==> config.mk <==
export PLATFORM = sky130hd
export DESIGN_NAME = sld_lane
export DESIGN_NICKNAME = d
export VERILOG_FILES = /design/src/sv/sld_pkg.sv /design/src/sv/sld_lane.sv
export SDC_FILE = /design/constraint.sdc
export NUM_CORES = 2
export LEC_CHECK = 0
export BUFFER_PORTS_ARGS = -buffer_cell sky130_fd_sc_hd__buf_2
export CAP_MARGIN = 10
export CORE_MARGIN = 3
export CORE_UTILIZATION = 45
export DETAILED_ROUTE_END_ITERATION = 10
export RECOVER_POWER = 50
export SYNTH_ARGS = -nofsm -noshare
export SYNTH_HDL_FRONTEND = slang
export SYNTH_SLANG_ARGS = --single-unit
==> constraint.sdc <==
create_clock -name clk -period 5.45 [get_ports clk]
set_input_delay 0.2725 -clock clk [delete_from_list [all_inputs] [get_ports clk]]
set_output_delay 0.2725 -clock clk [all_outputs]
set_load 0.1 [all_outputs]
==> src/sv/sld_pkg.sv <==
package sld_pkg;

	localparam int MAX_OUT_WIDTH = 1024;
	localparam int TAP_LANES = 4;
	localparam int CHANNELS = 3;
	localparam int SUM_BITS = 24;
	localparam int IDX_W = $clog2(MAX_OUT_WIDTH);
	localparam int WIDTH_W = 11;
	localparam int CFG_IDX_W = 3;
	localparam int CFG_DATA_W = 16;
	localparam int HPROD_W = 19;
	localparam int VPROD_W = 26;
	localparam int WIDE_W = 27;
	localparam int ROW_W = CHANNELS * TAP_LANES * SUM_BITS;

	localparam logic [CFG_IDX_W-1:0] REG_OUTPUT_WIDTH = 3'd0;
	localparam logic [CFG_IDX_W-1:0] REG_ROW_COEF0 = 3'd1;
	localparam logic [CFG_IDX_W-1:0] REG_ROW_COEF1 = 3'd2;
	localparam logic [CFG_IDX_W-1:0] REG_ROW_COEF2 = 3'd3;
	localparam logic [CFG_IDX_W-1:0] REG_ROW_COEF3 = 3'd4;

	typedef logic signed [15:0] coef_t;
	typedef coef_t [TAP_LANES-1:0] coef_vec_t;
	typedef logic signed [SUM_BITS-1:0] sum_t;
	typedef sum_t [CHANNELS-1:0] chan_sum_t;
	typedef logic [IDX_W-1:0] idx_t;
	typedef logic [15:0] lin_rom_t [256];

	typedef struct packed {
		logic row_start;
		logic [7:0] red_code;
		logic [7:0] green_code;
		logic [7:0] blue_code;
		coef_t coef_lane0;
		coef_t coef_lane1;
		coef_t coef_lane2;
		coef_t coef_lane3;
		logic closes_output;
	} in_t;

	typedef struct packed {
		idx_t out_index;
		sum_t horiz_red;
		sum_t horiz_green;
		sum_t horiz_blue;
		sum_t vert_red;
		sum_t vert_green;
		sum_t vert_blue;
	} out_t;

	// Controls for the horizontal lane units.
	typedef struct packed {
		logic mul;
		logic acc;
		logic start;
		logic shift;
	} lane_ctl_t;

	// Controls for the vertical accumulator stage.
	typedef struct packed {
		logic rd;
		logic mul;
		logic wr;
	} vm_ctl_t;

	// Clamp a widened sum back to the signed accumulator range.
	function automatic sum_t sat_sum(logic signed [WIDE_W-1:0] x);
		logic signed [WIDE_W-1:0] hi;
		logic signed [WIDE_W-1:0] lo;
		hi = WIDE_W'((64'sd1 <<< (SUM_BITS - 1)) - 64'sd1);
		lo = WIDE_W'(-(64'sd1 <<< (SUM_BITS - 1)));
		if (x > hi) begin
			return hi[SUM_BITS-1:0];
		end else if (x < lo) begin
			return lo[SUM_BITS-1:0];
		end
		return x[SUM_BITS-1:0];
	endfunction

	function automatic longint unsigned mul30(longint unsigned a, longint unsigned b);
		return (a * b + (64'd1 << 29)) >> 30;
	endfunction

	function automatic longint unsigned pow5_q30(longint unsigned y);
		longint unsigned y2;
		longint unsigned y4;
		y2 = mul30(y, y);
		y4 = mul30(y2, y2);
		return mul30(y4, y);
	endfunction

	// sRGB decode table, evaluated once at elaboration.
	function automatic lin_rom_t build_lin_rom();
		lin_rom_t r;
		longint unsigned v;
		longint unsigned num;
		longint unsigned t;
		longint unsigned t2;
		longint unsigned lo;
		longint unsigned hi;
		longint unsigned mid;
		for (int i = 0; i < 256; i++) begin
			if (i <= 10) begin
				v = (longint'(i) * 1310720 + 32946) / 65892;
			end else begin
				num = 1000 * longint'(i) + 14025;
				t = ((num << 30) + 134512) / 269025;
				t2 = mul30(t, t);
				lo = 0;
				hi = 64'd1 << 30;
				while (lo < hi) begin
					mid = (lo + hi + 1) >> 1;
					if (pow5_q30(mid) <= t2) begin
						lo = mid;
					end else begin
						hi = mid - 1;
					end
				end
				v = (t2 * lo + (64'd1 << 43)) >> 44;
			end
			if (v > 65535) begin
				v = 65535;
			end
			r[i] = v[15:0];
		end
		return r;
	endfunction

	localparam lin_rom_t LIN_ROM = build_lin_rom();

endpackage

==> src/sv/sld_lane.sv <==
module sld_lane (
	input logic clk,
	input logic arst_n,
	input sld_pkg::lane_ctl_t ctl,
	input logic [15:0] lin,
	input sld_pkg::coef_vec_t coef,
	output sld_pkg::sum_t lane0
);
	import sld_pkg::*;

	sum_t lane_q [TAP_LANES];
	logic signed [HPROD_W-1:0] prod_s1 [TAP_LANES];
	logic signed [32:0] prod [TAP_LANES];

	// Q0.16 times Q2.14, rounded half up back to 16 fraction bits.
	always_comb begin
		for (int k = 0; k < TAP_LANES; k++) begin
			prod[k] = $signed({1'b0, lin}) * coef[k] + 33'sd8192;
		end
	end

	always_ff @(posedge clk) begin
		if (ctl.mul) begin
			for (int k = 0; k < TAP_LANES; k++) begin
				prod_s1[k] <= prod[k][32:14];
			end
		end
	end

	always_ff @(posedge clk or negedge arst_n) begin
		if (!arst_n) begin
			for (int k = 0; k < TAP_LANES; k++) begin
				lane_q[k] <= '0;
			end
		end else if (ctl.acc) begin
			for (int k = 0; k < TAP_LANES; k++) begin
				lane_q[k] <= sat_sum(WIDE_W'(ctl.start ? sum_t'(0) : lane_q[k])
					+ WIDE_W'(prod_s1[k]));
			end
		end else if (ctl.shift) begin
			for (int k = 0; k < TAP_LANES - 1; k++) begin
				lane_q[k] <= lane_q[k+1];
			end
			lane_q[TAP_LANES-1] <= '0;
		end
	end

	assign lane0 = lane_q[0];

endmodule

Word-level counts from Yosys, hierarchy flattened
Memory sizes are Yosys's and may differ from the RTL's.
Cells that the tools add are included.
{"block": "word_totals", "ff_bits": 96, "latch_bits": 0, "ramBits": 76, "romBits": 0, "input_bits": 86, "out_inout_bits": 24, "wordCells": 58, "memories": 1}
{"block": "classes", "addsub": 8, "multipliers": 4, "div": 0, "order_cmp": 8, "eq_ne": 0, "n_shift": 0, "mux": 32, "n_bitwise": 0, "n_reduce_logical": 1}
{"name": "prod_s1", "depth": 4, "width": 19, "rd": 4, "rd_clocked_by_memory_dff": 0, "write_ports": 4, "line": "sld_lane.sv:12", "rtl": "logic signed [HPROD_W-1:0] prod_s1 [TAP_LANES];"}
{"cell": "$mux W24", "n": 12}
{"cell": "$mux W96", "n": 2}
{"cell": "$add A33 B15 Y33 const B", "n": 4}
{"cell": "$mul A17 B16 Y33", "n": 4}
{"cell": "$add A27 B19 Y27", "n": 4}
{"cell": "$gt A27 B24 Y1 const B", "n": 4}
{"cell": "$lt A27 B24 Y1 const B", "n": 4}
{"cell": "$mux W27", "n": 4}
{"cell": "$mux W1", "n": 14}
{"cell": "$reduce_bool A2 Y1", "n": 1}

Logic depth before layout (Yosys ltp)
{"block": "logic_depth", "word_depth": 8, "ltp_mapped": 25, "mapped_depth_nobuf": 23}

Least setup slack after synthesis
OpenSTA, ideal clock, no wires.
{"block": "synth_timing", "path_type": "input to register", "from": "input lin[15]", "to": "memory prod_s1[2][18], data pin", "setup_time_ps": 260, "arrival_time_ps": 6045, "t_required_ps": 5190, "slack_ps": -855, "path_stages": 23, "path_buffers": 2, "cell_sequence": "clkbuf_1 clkbuf_1 nand2_1 fa_1 fa_1 inv_1 fa_1 fa_1 fa_1 inv_1 fa_1 inv_1 ha_1 and3_1 o2111a_1 a221oi_1 nand3b_1 o22ai_1 o21ai_1 o41ai_2 o21bai_1 a21oi_1 xnor2_1"}
{"element": "start: declaration", "line": "sld_lane.sv:5", "rtl": "input logic [15:0] lin,"}
{"element": "end: declaration", "line": "sld_lane.sv:12"}

==> impl_metrics.json <==
{
  "status": "complete, but fails checks",
  "violations": "capacitance limit, slew limit, setup timing",
  "setup.worst_path.class": "in -> reg",
  "wl_per_cell_um": 18.9,
  "max_clock_freq_mhz": 179,
  "drive_above_1_share_pct": 16.6,
  "rows": 115,
  "grt_pass1_wl_um": 202000,
  "cp-start-kind": "input pin",
  "grt_max_degree": 66,
  "required_ns": 5.70,
  "synthSimpleGateAreaFrac_pct": 17.0,
  "tightest_slew_ns": 3.69,
  "synth.yosys.seq_area_share_pct": 10.3,
  "hold_path_end": "lane0[23]$_DFFE_PN0P_",
  "first_pass_iters": 9,
  "min-delay-start": "ctl[2]",
  "via_count": 35300,
  "htreeDepth": 4,
  "multi_input_area_um2": 37100,
  "ios": 110,
  "rr_startpoint": "lane_q[24]$_DFFE_PN0P_",
  "cp.arrival_ns": 5.85,
  "period_share_pct": 103,
  "yosys.area_share.adder_pct": 50.1,
  "cap_violations": 3,
  "syn_area_um2": 45300,
  "clock_sinks": 172,
  "gp_congestion": 0.899,
  "final_max_slew_viol_count": 164,
  "relSlewSlack_pct": -146,
  "cts.clk_slew.worst_paths_ns": 0.08,
  "avgSynthCellArea_um2": 8.92,
  "worst-path-max-fanout": 5,
  "synth.distinct_cells": 91,
  "drt_wl_total_um": 128000,
  "yosysWarnings": 0,
  "drt_iter0_drc": 2038,
  "ys_ff_latch": 172,
  "die_area_um2": 105000,
  "end_kind": "register",
  "design.core.area_um2": 99100,
  "cts_buffers": 17,
  "hold_viol": 0,
  "nets": 6887,
  "post-route-util_pct": 53.5,
  "grt_pass1_vias": 37000,
  "drc": 0,
  "hold-path-cell-count": 2,
  "antenna_found_initial": 11,
  "vias_per_cell": 5.22,
  "worst_r2r_endpoint": "lane_q[24]$_DFFE_PN0P_",
  "setup_viol": 11,
  "synth-edff-count": 76,
  "synth_compound_gate_area_share_pct": 9.10,
  "numPortBuffers": 109,
  "grt-ovfl-total": 0,
  "reg2reg_depth": 14,
  "dp_hpwl_um": 102000,
  "stdcell_area_um2": 53000,
  "synth_top_family_by_area": "adder cells",
  "fill_cells": 9087,
  "cts_tree": "yes",
  "initial_utilization_pct": 45.7,
  "hold_class": "in -> reg",
  "syn_to_final_growth_pct": 17.0,
  "cts_root_buffer": "clkbuf_16",
  "track_usage_pct": 24.6,
  "synth_xor_area_share_pct": 2.80,
  "rsz0062_at_grt": "true",
  "finClkSkew_ns": 0.0159,
  "fin_ws_ns": -0.147,
  "synth_flop_cell": "dfrtp_1",
  "min_period_ns": 5.60,
  "r2r_slack_ns": 1.44,
  "die_w_um": 323,
  "cts_buffer_depth": 2,
  "synth_area_leader_cell": "fa_1",
  "syn-num-nets": 6510,
  "ant_nets": 0,
  "syn_inst": 5080,
  "synthMuxAreaShare_pct": 0.378,
  "async_flop_share_pct": 55.8,
  "seqCellArea_um2": 4680,
  "synth_top_area_share_pct": 34.5,
  "placed_area_um2": 50500,
  "clkLatencyLatePin_ns": 0.49,
  "synth_area_leaders": "fa_1 (34%), ha_1 (16%), inv_1 (7.9%)",
  "die_y_um": 323
}
==> layout make-up <==
cell class                      count  share of cell area (%)
Inverter                          956                    6.77
Clock buffer                       18                   0.810
Sequential cell                   172                    8.84
Clock inverter                     14                   0.257
Timing Repair Buffer              614                    10.3
Tap cell                         1287                    3.04
Antenna cell                        4                  0.0189
Multi-Input combinational cell   3696                    70.0
==> per-stage QoR <==
stage	cells	setup TNS, ns	setup slack [ns]	hold slack, ns
after CTS	6742	-0.756	-0.117	0.125
after global placement	6678	-30.97	-0.696	0.287
after floorplan	5080	-5.31	-0.385	-0.0231
after global routing	6758	-3.82	-0.324	0.261
final	6761	-0.859	-0.147	0.255
after detailed placement	6678	-36.31	-0.786	0.283
==> flip-flops by register name, summed over array words and instances, names as in the netlist <==
name / cells
lane0: 24
lane_q: 72
prod_s1: 76
==> synthesized netlist by cell type, types with 12 or more instances <==
library cell	instances
inv_1	953
fa_1	780
nand2_1	652
ha_1	564
and2_1	453
a21oi_1	241
clkbuf_1	208
nor2_1	138
nor2b_1	134
xnor2_1	109
dfrtp_1	96
o21ai_0	83
edfxtp_1	76
o21ai_1	52
nand2b_1	51
a211oi_1	49
a21o_1	43
xor2_1	36
nand3_1	34
buf_4	29
nor3_1	23
o21a_1	22
o211ai_1	17
mux2i_1	16
o21bai_1	14
buf_2	13
nand4_1	13
o21ai_2	13
or3_1	12
==> critical path: stages <==
cell      delay (ns)
buf_6           0.12
buf_12          0.14
and2_4          0.15
fa_1            0.54
inv_1           0.05
fa_1            0.48
inv_1           0.05
fa_1            0.50
fa_1            0.44
fa_1            0.52
inv_1           0.06
fa_1            0.48
inv_1           0.06
ha_4            0.23
and3_4          0.17
o2111a_1        0.15
a221oi_2        0.31
nand3b_1        0.13
o22ai_2         0.18
o21ai_2         0.09
o41ai_2         0.29
o21bai_1        0.16
a21oi_1         0.18
xnor2_1         0.08
==> worst max-delay path by stage <==
stage / to / slack (ns) / cells after the start / from
2_1_floorplan: prod_s1[0][17]$_DFFE_PP_ / -0.39 / 22 / lin[5]
3_5_place_dp: prod_s1[3][17]$_DFFE_PP_ / -0.79 / 26 / lin[5]
5_1_grt: prod_s1[1][18]$_DFFE_PP_ / -0.32 / 22 / lin[12]
6_report: prod_s1[2][18]$_DFFE_PP_ / -0.15 / 24 / lin[14]
3_3_place_gp: prod_s1[0][17]$_DFFE_PP_ / -0.70 / 22 / lin[5]
4_1_cts: prod_s1[2][18]$_DFFE_PP_ / -0.12 / 24 / lin[13]
==> what timing repair did <==
action / CTS / global route
pin swaps: 42 / 90
buffers inserted: 21 / 12
hold buffers: 1 / 0
setup endpoints to repair: 34 / 58
endpoints found under the hold margin: 35 / 0
resized for setup: 88 / 223
cloned: 10 / 8
==> logic make-up after synthesis <==
kind of cell	Yosys count
AOI/OAI and AO/OA	639
xor gates and xnor gates	145
adders and majority gates	1344
buffers and inverters	1212
DFF	172
muxes	17
and+or+nand+nor	1551
==> layer usage <==
layer | GRT usage, % | wire, um | vias to the layer above
met5 | 0 | 57 | -
met1 | 34.6 | 57300 | 17700
met3 | 3.36 | 8010 | 137
met4 | 5.02 | 2690 | 8
li1 | - | - | 16500
met2 | 40.7 | 59800 | 905
==> cell usage in the layout, fill, tap and decap left out, types with 29 or more instances in the layout <==
| cell type | count |
|---|---|
| inv_1 | 918 |
| a211oi_1 | 46 |
| edfxtp_1 | 76 |
| inv_2 | 38 |
| fa_2 | 34 |
| nand2b_1 | 50 |
| buf_4 | 423 |
| o21ai_0 | 65 |
| ha_4 | 29 |
| nor2_1 | 127 |
| and2_1 | 425 |
| nand2_1 | 644 |
| o21ai_1 | 56 |
| dfrtp_1 | 96 |
| xor2_1 | 33 |
| a21oi_1 | 221 |
| buf_2 | 61 |
| fa_1 | 746 |
| buf_12 | 46 |
| a21o_1 | 43 |
| xnor2_1 | 104 |
| nor2b_1 | 130 |
| ha_1 | 532 |
Power is left out: the tool's default activity adds up to more than one toggle a clock period on the data nets, which glitch-free logic cannot reach.
